## config.mk

```make
export PLATFORM = sky130hd
export DESIGN_NAME = ir_block_evaluator
export DESIGN_NICKNAME = d
export VERILOG_FILES = /design/src/design/ibe_pkg.sv /design/src/design/ibe_front.sv /design/src/design/ibe_resq.sv /design/src/design/ibe_back.sv /design/src/design/ir_block_evaluator.sv
export SDC_FILE = /design/constraint.sdc
export NUM_CORES = 2
export LEC_CHECK = 0
export BUFFER_PORTS_ARGS = -buffer_cell sky130_fd_sc_hd__buf_2
export CAP_MARGIN = 20
export CELL_PAD_IN_SITES_DETAIL_PLACEMENT = 0
export CELL_PAD_IN_SITES_GLOBAL_PLACEMENT = 1
export CORE_UTILIZATION = 35
export DETAILED_ROUTE_END_ITERATION = 8
export PLACE_DENSITY_LB_ADDON = 0.3
export SLEW_MARGIN = 20
export SYNTH_ARGS = -nofsm -noshare
export SYNTH_HDL_FRONTEND = slang
export SYNTH_SLANG_ARGS = --single-unit
```

## constraint.sdc

```tcl
create_clock -name i_clk -period 10.8 [get_ports i_clk]
set_input_delay 0.54 -clock i_clk [delete_from_list [all_inputs] [get_ports i_clk]]
set_output_delay 0.54 -clock i_clk [all_outputs]
set_load 0.005 [all_outputs]
```

## src/design/ibe_pkg.sv

```systemverilog
// Package of the block evaluator: sizes, item and result types, codes and
// the control bundles passed between the front, back and result queue.
// No dependencies.
package ibe_pkg;

    localparam int NUM_REGS  = 32;
    localparam int REG_WIDTH = 64;
    localparam int ADDR_W    = $clog2(NUM_REGS);
    localparam int FQ_DEPTH  = 2;
    localparam int FQ_AW     = $clog2(FQ_DEPTH);
    localparam int FQ_CW     = $clog2(FQ_DEPTH + 1);
    localparam int RQ_DEPTH  = 2;
    localparam int RQ_AW     = $clog2(RQ_DEPTH);
    localparam int RQ_CW     = $clog2(RQ_DEPTH + 1);

    typedef enum logic [1:0] {
        CMD_BEGIN = 2'd0,
        CMD_LOAD  = 2'd1,
        CMD_EXEC  = 2'd2,
        CMD_DUMP  = 2'd3
    } t_cmd;

    typedef enum logic [2:0] {
        OP_WIMM = 3'd0,
        OP_ADDI = 3'd1,
        OP_ADD  = 3'd2,
        OP_SUB  = 3'd3,
        OP_FALL = 3'd4
    } t_op;

    typedef enum logic [1:0] {
        S_IDLE,
        S_EXEC,
        S_DREAD,
        S_DPUSH
    } t_state;

    typedef struct packed {
        logic [1:0]         cmd;
        logic [4:0]         reg_index;
        logic [63:0]        load_value;
        logic [2:0]         opcode;
        logic [4:0]         rd;
        logic [4:0]         rs1;
        logic [4:0]         rs2;
        logic signed [63:0] imm;
        logic [63:0]        instr_next_pc;
        logic               unit_ok;
        logic [7:0]         reject_code;
    } t_in_item;

    typedef struct packed {
        logic [4:0]  reg_number;
        logic [63:0] reg_value;
        logic [63:0] final_pc;
        logic [15:0] retired_count;
        logic        ok;
        logic [7:0]  reject_out;
        logic        last;
    } t_out_item;

    typedef struct packed {
        t_cmd        kind;
        t_op         op;
        logic [4:0]  idx;
        logic [4:0]  rs1;
        logic [4:0]  rs2;
        logic [63:0] data;
        logic [63:0] imm;
        logic [63:0] npc;
        logic        ok;
        logic [7:0]  rej;
    } t_work;

    typedef struct packed {
        logic  valid;
        t_work item;
    } t_work_head;

    typedef struct packed {
        logic      valid;
        t_out_item data;
    } t_res_push;

    function automatic logic idx_in_range(input logic [4:0] idx);
        return {2'b00, idx} < 7'(NUM_REGS);
    endfunction

endpackage

```

## src/design/ibe_front.sv

```systemverilog
// Front end of the block evaluator: accepts input beats, classifies them into
// work entries and holds them in a short queue. Depends on ibe_pkg.
module ibe_front (
    input  logic              i_clk,
    input  logic              i_rst_n,
    input  logic              i_push,
    input  ibe_pkg::t_in_item i_item,
    output logic              o_full,
    output ibe_pkg::t_work_head o_head,
    input  logic              i_pop
);
    import ibe_pkg::*;

    t_work            r_q [FQ_DEPTH];
    logic [FQ_AW-1:0] r_wp, n_wp;
    logic [FQ_AW-1:0] r_rp, n_rp;
    logic [FQ_CW-1:0] r_cnt, n_cnt;
    t_work            w_item;
    logic             w_keep;
    logic             w_enq;
    logic             w_deq;

    always_comb begin
        w_item.kind = t_cmd'(i_item.cmd);
        w_item.op   = OP_FALL;
        w_item.idx  = (t_cmd'(i_item.cmd) == CMD_LOAD) ? i_item.reg_index : i_item.rd;
        w_item.rs1  = i_item.rs1;
        w_item.rs2  = i_item.rs2;
        w_item.data = i_item.load_value;
        w_item.imm  = i_item.imm;
        w_item.npc  = i_item.instr_next_pc;
        w_item.ok   = i_item.unit_ok;
        w_item.rej  = i_item.reject_code;
        w_keep      = 1'b1;
        if (t_cmd'(i_item.cmd) == CMD_EXEC) begin
            unique case (i_item.opcode)
                OP_WIMM: w_item.op = OP_WIMM;
                OP_ADDI: w_item.op = OP_ADDI;
                OP_ADD:  w_item.op = OP_ADD;
                OP_SUB:  w_item.op = OP_SUB;
                OP_FALL: w_item.op = OP_FALL;
                default: w_keep = 1'b0;
            endcase
        end
    end

    assign o_full = (r_cnt == FQ_CW'(FQ_DEPTH));
    assign w_enq  = i_push && !o_full && w_keep;
    assign w_deq  = i_pop && (r_cnt != '0);

    assign o_head.valid = (r_cnt != '0);
    assign o_head.item  = r_q[r_rp];

    always_comb begin
        n_wp  = w_enq ? FQ_AW'(r_wp + 1'b1) : r_wp;
        n_rp  = w_deq ? FQ_AW'(r_rp + 1'b1) : r_rp;
        n_cnt = FQ_CW'(r_cnt + FQ_CW'(w_enq) - FQ_CW'(w_deq));
    end

    always_ff @(posedge i_clk) begin
        if (!i_rst_n) begin
            r_wp  <= '0;
            r_rp  <= '0;
            r_cnt <= '0;
        end else begin
            r_wp  <= n_wp;
            r_rp  <= n_rp;
            r_cnt <= n_cnt;
        end
    end

    always_ff @(posedge i_clk) begin
        if (w_enq) begin
            r_q[r_wp] <= w_item;
        end
    end

endmodule

```

## src/design/ibe_resq.sv

```systemverilog
// Result queue of the block evaluator: holds dump results until the consumer
// takes them. Depends on ibe_pkg.
module ibe_resq (
    input  logic               i_clk,
    input  logic               i_rst_n,
    input  ibe_pkg::t_res_push i_push,
    output logic               o_full,
    output logic               o_empty,
    input  logic               i_pop,
    output ibe_pkg::t_out_item o_data
);
    import ibe_pkg::*;

    t_out_item        r_q [RQ_DEPTH];
    logic [RQ_AW-1:0] r_wp;
    logic [RQ_AW-1:0] r_rp;
    logic [RQ_CW-1:0] r_cnt;
    logic             w_enq;
    logic             w_deq;

    assign o_full  = (r_cnt == RQ_CW'(RQ_DEPTH));
    assign o_empty = (r_cnt == '0);
    assign o_data  = r_q[r_rp];
    assign w_enq   = i_push.valid && !o_full;
    assign w_deq   = i_pop && !o_empty;

    always_ff @(posedge i_clk) begin
        if (!i_rst_n) begin
            r_wp  <= '0;
            r_rp  <= '0;
            r_cnt <= '0;
        end else begin
            if (w_enq) begin
                r_wp <= RQ_AW'(r_wp + 1'b1);
            end
            if (w_deq) begin
                r_rp <= RQ_AW'(r_rp + 1'b1);
            end
            r_cnt <= RQ_CW'(r_cnt + RQ_CW'(w_enq) - RQ_CW'(w_deq));
        end
    end

    always_ff @(posedge i_clk) begin
        if (w_enq) begin
            r_q[r_wp] <= i_push.data;
        end
    end

endmodule

```

## src/design/ibe_back.sv

```systemverilog
// Back end of the block evaluator: sequencer that runs work entries against
// the register file memory and walks it for the dump. Depends on ibe_pkg.
module ibe_back (
    input  logic                i_clk,
    input  logic                i_rst_n,
    input  ibe_pkg::t_work_head i_head,
    output logic                o_pop,
    output ibe_pkg::t_res_push  o_res,
    input  logic                i_res_full
);
    import ibe_pkg::*;

    logic [REG_WIDTH-1:0] r_mem [NUM_REGS];
    logic [REG_WIDTH-1:0] r_rd1;
    logic [REG_WIDTH-1:0] r_rd2;
    logic [ADDR_W-1:0]    w_ra1;
    logic [ADDR_W-1:0]    w_ra2;
    logic                 w_we;
    logic [ADDR_W-1:0]    w_wa;
    logic [REG_WIDTH-1:0] w_wd;

    t_state               r_state, n_state;
    logic [63:0]          r_pc, n_pc;
    logic [15:0]          r_cnt, n_cnt;
    logic                 r_valid, n_valid;
    logic [7:0]           r_rej, n_rej;
    logic [ADDR_W-1:0]    r_idx, n_idx;

    t_op                  r_op, n_op;
    logic [4:0]           r_rd, n_rd;
    logic                 r_z1, n_z1;
    logic                 r_z2, n_z2;
    logic [REG_WIDTH-1:0] r_imm, n_imm;
    logic [63:0]          r_npc, n_npc;

    logic [REG_WIDTH-1:0] w_s1;
    logic [REG_WIDTH-1:0] w_s2;
    logic [REG_WIDTH-1:0] w_sum;
    logic                 w_last;

    assign w_s1   = r_z1 ? '0 : r_rd1;
    assign w_s2   = r_z2 ? '0 : r_rd2;
    assign w_last = (r_idx == ADDR_W'(NUM_REGS - 1));

    always_comb begin
        unique case (r_op)
            OP_WIMM: w_sum = r_imm;
            OP_ADDI: w_sum = w_s1 + r_imm;
            OP_ADD:  w_sum = w_s1 + w_s2;
            OP_SUB:  w_sum = w_s1 - w_s2;
            OP_FALL: w_sum = w_s1;
            default: w_sum = w_s1;
        endcase
    end

    always_comb begin
        n_state = r_state;
        n_pc    = r_pc;
        n_cnt   = r_cnt;
        n_valid = r_valid;
        n_rej   = r_rej;
        n_idx   = r_idx;
        n_op    = r_op;
        n_rd    = r_rd;
        n_z1    = r_z1;
        n_z2    = r_z2;
        n_imm   = r_imm;
        n_npc   = r_npc;
        o_pop   = 1'b0;
        w_ra1   = r_idx;
        w_ra2   = r_idx;
        w_we    = 1'b0;
        w_wa    = ADDR_W'(i_head.item.idx);
        w_wd    = REG_WIDTH'(i_head.item.data);

        o_res.valid              = 1'b0;
        o_res.data.reg_number    = 5'(r_idx);
        o_res.data.reg_value     = 64'(((r_idx == '0) && r_valid) ? '0 : r_rd1);
        o_res.data.final_pc      = r_pc;
        o_res.data.retired_count = r_cnt;
        o_res.data.ok            = r_valid;
        o_res.data.reject_out    = r_valid ? 8'd0 : r_rej;
        o_res.data.last          = w_last;

        unique case (r_state)
            S_IDLE: begin
                w_ra1 = ADDR_W'(i_head.item.rs1);
                w_ra2 = ADDR_W'(i_head.item.rs2);
                if (i_head.valid) begin
                    o_pop = 1'b1;
                    unique case (i_head.item.kind)
                        CMD_BEGIN: begin
                            n_pc    = i_head.item.data;
                            n_cnt   = '0;
                            n_valid = i_head.item.ok;
                            n_rej   = i_head.item.rej;
                        end
                        CMD_LOAD: begin
                            w_we = idx_in_range(i_head.item.idx);
                        end
                        CMD_EXEC: begin
                            if (r_valid) begin
                                n_op    = i_head.item.op;
                                n_rd    = i_head.item.idx;
                                n_z1    = (i_head.item.rs1 == '0)
                                          || !idx_in_range(i_head.item.rs1);
                                n_z2    = (i_head.item.rs2 == '0)
                                          || !idx_in_range(i_head.item.rs2);
                                n_imm   = REG_WIDTH'(i_head.item.imm);
                                n_npc   = i_head.item.npc;
                                n_state = S_EXEC;
                            end
                        end
                        CMD_DUMP: begin
                            n_idx   = '0;
                            n_state = S_DREAD;
                        end
                        default: ;
                    endcase
                end
            end
            S_EXEC: begin
                w_wa    = ADDR_W'(r_rd);
                w_wd    = w_sum;
                w_we    = (r_op != OP_FALL) && (r_rd != '0) && idx_in_range(r_rd);
                n_pc    = r_npc;
                if ((r_op != OP_FALL) && (r_cnt != 16'hFFFF)) begin
                    n_cnt = r_cnt + 16'd1;
                end
                n_state = S_IDLE;
            end
            S_DREAD: begin
                n_state = S_DPUSH;
            end
            S_DPUSH: begin
                if (!i_res_full) begin
                    o_res.valid = 1'b1;
                    if (w_last) begin
                        n_state = S_IDLE;
                    end else begin
                        n_idx   = ADDR_W'(r_idx + 1'b1);
                        n_state = S_DREAD;
                    end
                end
            end
            default: n_state = S_IDLE;
        endcase
    end

    always_ff @(posedge i_clk) begin
        if (!i_rst_n) begin
            r_state <= S_IDLE;
            r_pc    <= '0;
            r_cnt   <= '0;
            r_valid <= 1'b0;
            r_rej   <= '0;
        end else begin
            r_state <= n_state;
            r_pc    <= n_pc;
            r_cnt   <= n_cnt;
            r_valid <= n_valid;
            r_rej   <= n_rej;
        end
    end

    always_ff @(posedge i_clk) begin
        r_idx <= n_idx;
        r_op  <= n_op;
        r_rd  <= n_rd;
        r_z1  <= n_z1;
        r_z2  <= n_z2;
        r_imm <= n_imm;
        r_npc <= n_npc;
    end

    always_ff @(posedge i_clk) begin
        if (w_we) begin
            r_mem[w_wa] <= w_wd;
        end
        r_rd1 <= r_mem[w_ra1];
        r_rd2 <= r_mem[w_ra2];
    end

endmodule

```

## src/design/ir_block_evaluator.sv

```systemverilog
// Top level of the block evaluator: front queue, back sequencer with the
// register file, and result queue. Depends on ibe_pkg, ibe_front, ibe_back, ibe_resq.
//
// A begin or load beat retires in the idle state of the back sequencer. An
// execute beat of an accepted unit first reads both source registers from the
// register file memory, then computes the result and writes it back; in a
// rejected unit it is popped in the idle state without executing. A dump beat
// walks the register file one register at a time, reading it and then pushing
// it, and stalls while the two-entry result queue is full. A two-entry queue in
// front lets new beats arrive while the sequencer is busy; execute beats with an
// undefined opcode are dropped at the front and cost nothing.
module ir_block_evaluator (
    input  logic               i_clk,
    input  logic               i_rst_n,
    input  logic               push,
    input  ibe_pkg::t_in_item  i_item,
    output logic               full,
    output logic               empty,
    input  logic               pop,
    output ibe_pkg::t_out_item o_result
);
    import ibe_pkg::*;

    t_work_head w_head;
    logic       w_pop;
    t_res_push  w_res;
    logic       w_res_full;

    ibe_front u_front (
        .i_clk   (i_clk),
        .i_rst_n (i_rst_n),
        .i_push  (push),
        .i_item  (i_item),
        .o_full  (full),
        .o_head  (w_head),
        .i_pop   (w_pop)
    );

    ibe_back u_back (
        .i_clk      (i_clk),
        .i_rst_n    (i_rst_n),
        .i_head     (w_head),
        .o_pop      (w_pop),
        .o_res      (w_res),
        .i_res_full (w_res_full)
    );

    ibe_resq u_resq (
        .i_clk   (i_clk),
        .i_rst_n (i_rst_n),
        .i_push  (w_res),
        .o_full  (w_res_full),
        .o_empty (empty),
        .i_pop   (pop),
        .o_data  (o_result)
    );

endmodule

```

==> metrics.txt <==
commonest non-fill, non-tap cell in the layout=edfxtp_1; crit-path max cell delay=0.70 ns; FF+latch count, synth=3180; Worst setup SP type=flip-flop; initial antenna violation count=41; die height=642 um; die area=412000 um^2; Max-Cap Viols=0; clock slew at reported path FFs=0.06 ns; Clock Latency Late Sink=0.96 ns; final hold vios=0; Mapped Avg Cell Area=17.3 um^2; Hold WS=0.144 ns; Fin Setup TNS=0 ns; Setup crit start=u_back.r_imm[5]$_DFFE_PP_; drt via density=5.80; RSZ-0062 raised after global routing=no; Mapped Cells=8283; Global Route Usage Sum=0.223; input/output buffers=390; Pwr per Cell Area=322 nW/um^2; Critical-path top delay cell=or3_1; Crit path arrival time=7.85 ns; hpwl dp=280000 um; Crit Path Class=flip-flop to flip-flop; fmax=136 MHz; R2R Setup Slk=3.45 ns; Cell Rows=234; postcts setup bufs=0; slew margin rel.=0.195; first-pass GRT wire length=662000 um; Die X=642 um; vias in the first global route=85700; worst-path fanout max=32; layout cells sized above 1=0.312; GR Overflow Total=0; Filler cells=36300; Final Skew=0.0559 ns; TritonCTS clock tree=built; Most Frequent Cell on Critical Path=or4_1; H-tree Lvls=5; Initial Utilization=0.352; vias=84900; DR iter-0 viols=10300; Reg-to-Reg Start=u_back.r_imm[5]$_DFFE_PP_; CTS Buf Count=335; clock sink count=3180; largest net degree at the start of global routing=126; GP Congestion=0.895; clk buf depth=4; Reg2Reg Depth=19; DRC=0; Hold WC Path Type=input port to flip-flop; number of synthesized flops with an enable pin=2951; Total Wirelength=473000 um; number of routed nets with antenna violations=0; DR pass1 iterations=6; Net Count, Synth=8591; commonest non-fill, non-tap cells in the layout=2951 x edfxtp_1, 1024 x mux4_2, 559 x mux2_2, 390 x buf_2, 362 x nor2_1; clock root buffer master=clkbuf_16; ys flop type=edfxtp_1; capture point of the worst path=u_back.r_mem[8][63]$_DFFE_PP_; min Tclk post-route=7.35 ns; area grow syn2layout=16.4%; FF-to-FF End=u_back.r_mem[8][63]$_DFFE_PP_; core area=407000 um^2; Worst VDD drop=0.471 mV; Static Leak=0.0542 uW; final setup fails=0; synth warn=0; Top Ports=391; worst-path cell chain=or3_4 > or4_1 > or4_1 > or2_2 > nand2b_1 > nor4_1 > xnor2_1 > a21oi_1 > ha_1 > a21o_1 > a31oi_1 > o22ai_1 > or4_1 > a311oi_1 > o21ai_1 > a21oi_1 > o21ai_0 > and3_1 > or3_1; layout net count=9217; Distinct cells, synth=75; Slew Limit Fails=0; register area share after synthesis=0.650; status=completed; async set or reset register ratio after synthesis=0; crit end category=flip-flop; crit share post-route=0.681; Critical Path RT=11.30 ns; Worst-Margin Slew=1.20 ns; Avg WL per Cell=32.3 um; Synth Cell Area=143000 um^2
==> cell type report <==
cell class	instances	area [um^2]	share of cell area
well taps	5428	6790	0.0407
clock inverters	172	2010	0.0120
repair buffers	839	6520	0.0391
clock buffers	449	9120	0.0547
flip-flops and latches	3180	93200	0.558
diodes	26	65.1	0.000390
inverters	50	193	0.00115
multi-input cells	4503	49000	0.294
==> sequential cells by signal, summed over array words and instances (netlist names), named ones only <==
name,count
u_back.r_cnt,16
u_back.r_idx,5
u_back.r_imm,64
u_back.r_mem,2048
u_back.r_npc,64
u_back.r_op,3
u_back.r_pc,64
u_back.r_rd,5
u_back.r_rd1,64
u_back.r_rd2,64
u_back.r_rej,8
u_back.r_state,2
u_back.r_valid,1
u_back.r_z1,1
u_back.r_z2,1
u_front.r_cnt,2
u_front.r_q,442
u_front.r_rp,1
u_front.r_wp,1
u_resq.r_cnt,2
u_resq.r_q,318
u_resq.r_rp,1
u_resq.r_wp,1
==> critical path: cells and delay by family (launching register included) <==
kind	cells	cell delay (ns)
xor gates and xnor gates	1	0.18
DFF	1	0.45
AOI/OAI and AO/OA	8	1.66
and+or+nand+nor	9	4.21
adders and majority gates	1	0.39
==> synthesized netlist by cell type (41+ instances only) <==
cell type     n  area share
a221oi_1     41      0.0025
o211ai_1    138      0.0072
nor2_1      416       0.011
nand2_1     276      0.0072
o21ai_0     205      0.0072
a21oi_1     375       0.013
mux2_2      559       0.044
nor3_1      119      0.0042
xnor2_1      91      0.0056
clkbuf_1    356      0.0093
buf_1       192      0.0050
nor2b_1     216      0.0094
mux4_2     1024        0.16
edfxtp_1   2951        0.62
a211oi_1     70      0.0037
mux2i_1     293       0.020
ha_1         77      0.0067
inv_1        48      0.0013
dfxtp_1     229       0.032
and2_1       83      0.0036
xor2_1       76      0.0046
==> worst min path at each step <==
stage / from / endpoint / cells past startpoint
final: pop / flip-flop / 4
after detailed placement: u_back.r_pc[4]$_SDFFE_PN0P_ / u_resq.r_q[1][30]$_DFFE_PP_ / 0
after CTS: pop / flip-flop / 4
after global routing: pop / flip-flop / 4
after global placement: u_back.r_pc[4]$_SDFFE_PN0P_ / u_resq.r_q[0][30]$_DFFE_PP_ / 0
after floorplan: u_back.r_pc[48]$_SDFFE_PN0P_ / u_resq.r_q[0][74]$_DFFE_PP_ / 0
==> per-stage QoR <==
step | util | instance area, um^2 | total power [uW] | std cells | setup slack (ns)
floorplan | - | 143000 | 33300 | 8283 | 2.81
global placement | 0.376 | 153000 | 41800 | 13800 | 3.22
finish | 0.410 | 167000 | 53700 | 14600 | 3.45
detailed placement | 0.377 | 153000 | 42000 | 13800 | 3.21
CTS | 0.409 | 167000 | 53900 | 14600 | 3.18
global route | 0.410 | 167000 | 55900 | 14600 | 3.05
==> per-layer routing <==
| metal | vias to the layer above | GRT usage | part of all wire |
|---|---|---|---|
| li1 | 35000 | - | - |
| met1 | 45500 | 0.308 | 0.42 |
| met2 | 3681 | 0.361 | 0.47 |
| met3 | 747 | 0.0377 | 0.073 |
| met4 | 26 | 0.0703 | 0.034 |
| met5 | - | 0 | 0.00037 |
==> report_power, final <==
| group | internal (uW) | switching, uW |
|---|---|---|
| sequential | 16500 | 919 |
| combinational | 10100 | 14500 |
| clock | 6800 | 5010 |
| total | 33300 | 20400 |
==> what timing repair did <==
action / 4_1_cts / 5_1_grt
resized for setup: 0 / 0
hold buffers: 226 / 0
hold endpoints to repair: 442 / 0
==> cell families (layout without fill, tap and decap cells) <==
| kind of cell | count (synthesis) | count (layout) | synth area share |
|---|---|---|---|
| buffers and inverters | 600 | 1510 | 0.0157 |
| adder cells (fa/ha/maj) | 78 | 78 | 0.00686 |
| AND/OR/NAND/NOR | 1301 | 1301 | 0.0444 |
| flip-flops | 3180 | 3180 | 0.650 |
| other | 0 | 26 | 0 |
| multiplexers | 1876 | 1876 | 0.225 |
| XOR/XNOR | 167 | 167 | 0.0102 |
| AO/OA/AOI/OAI | 1081 | 1081 | 0.0473 |
Power figures use the tool's default switching activity.
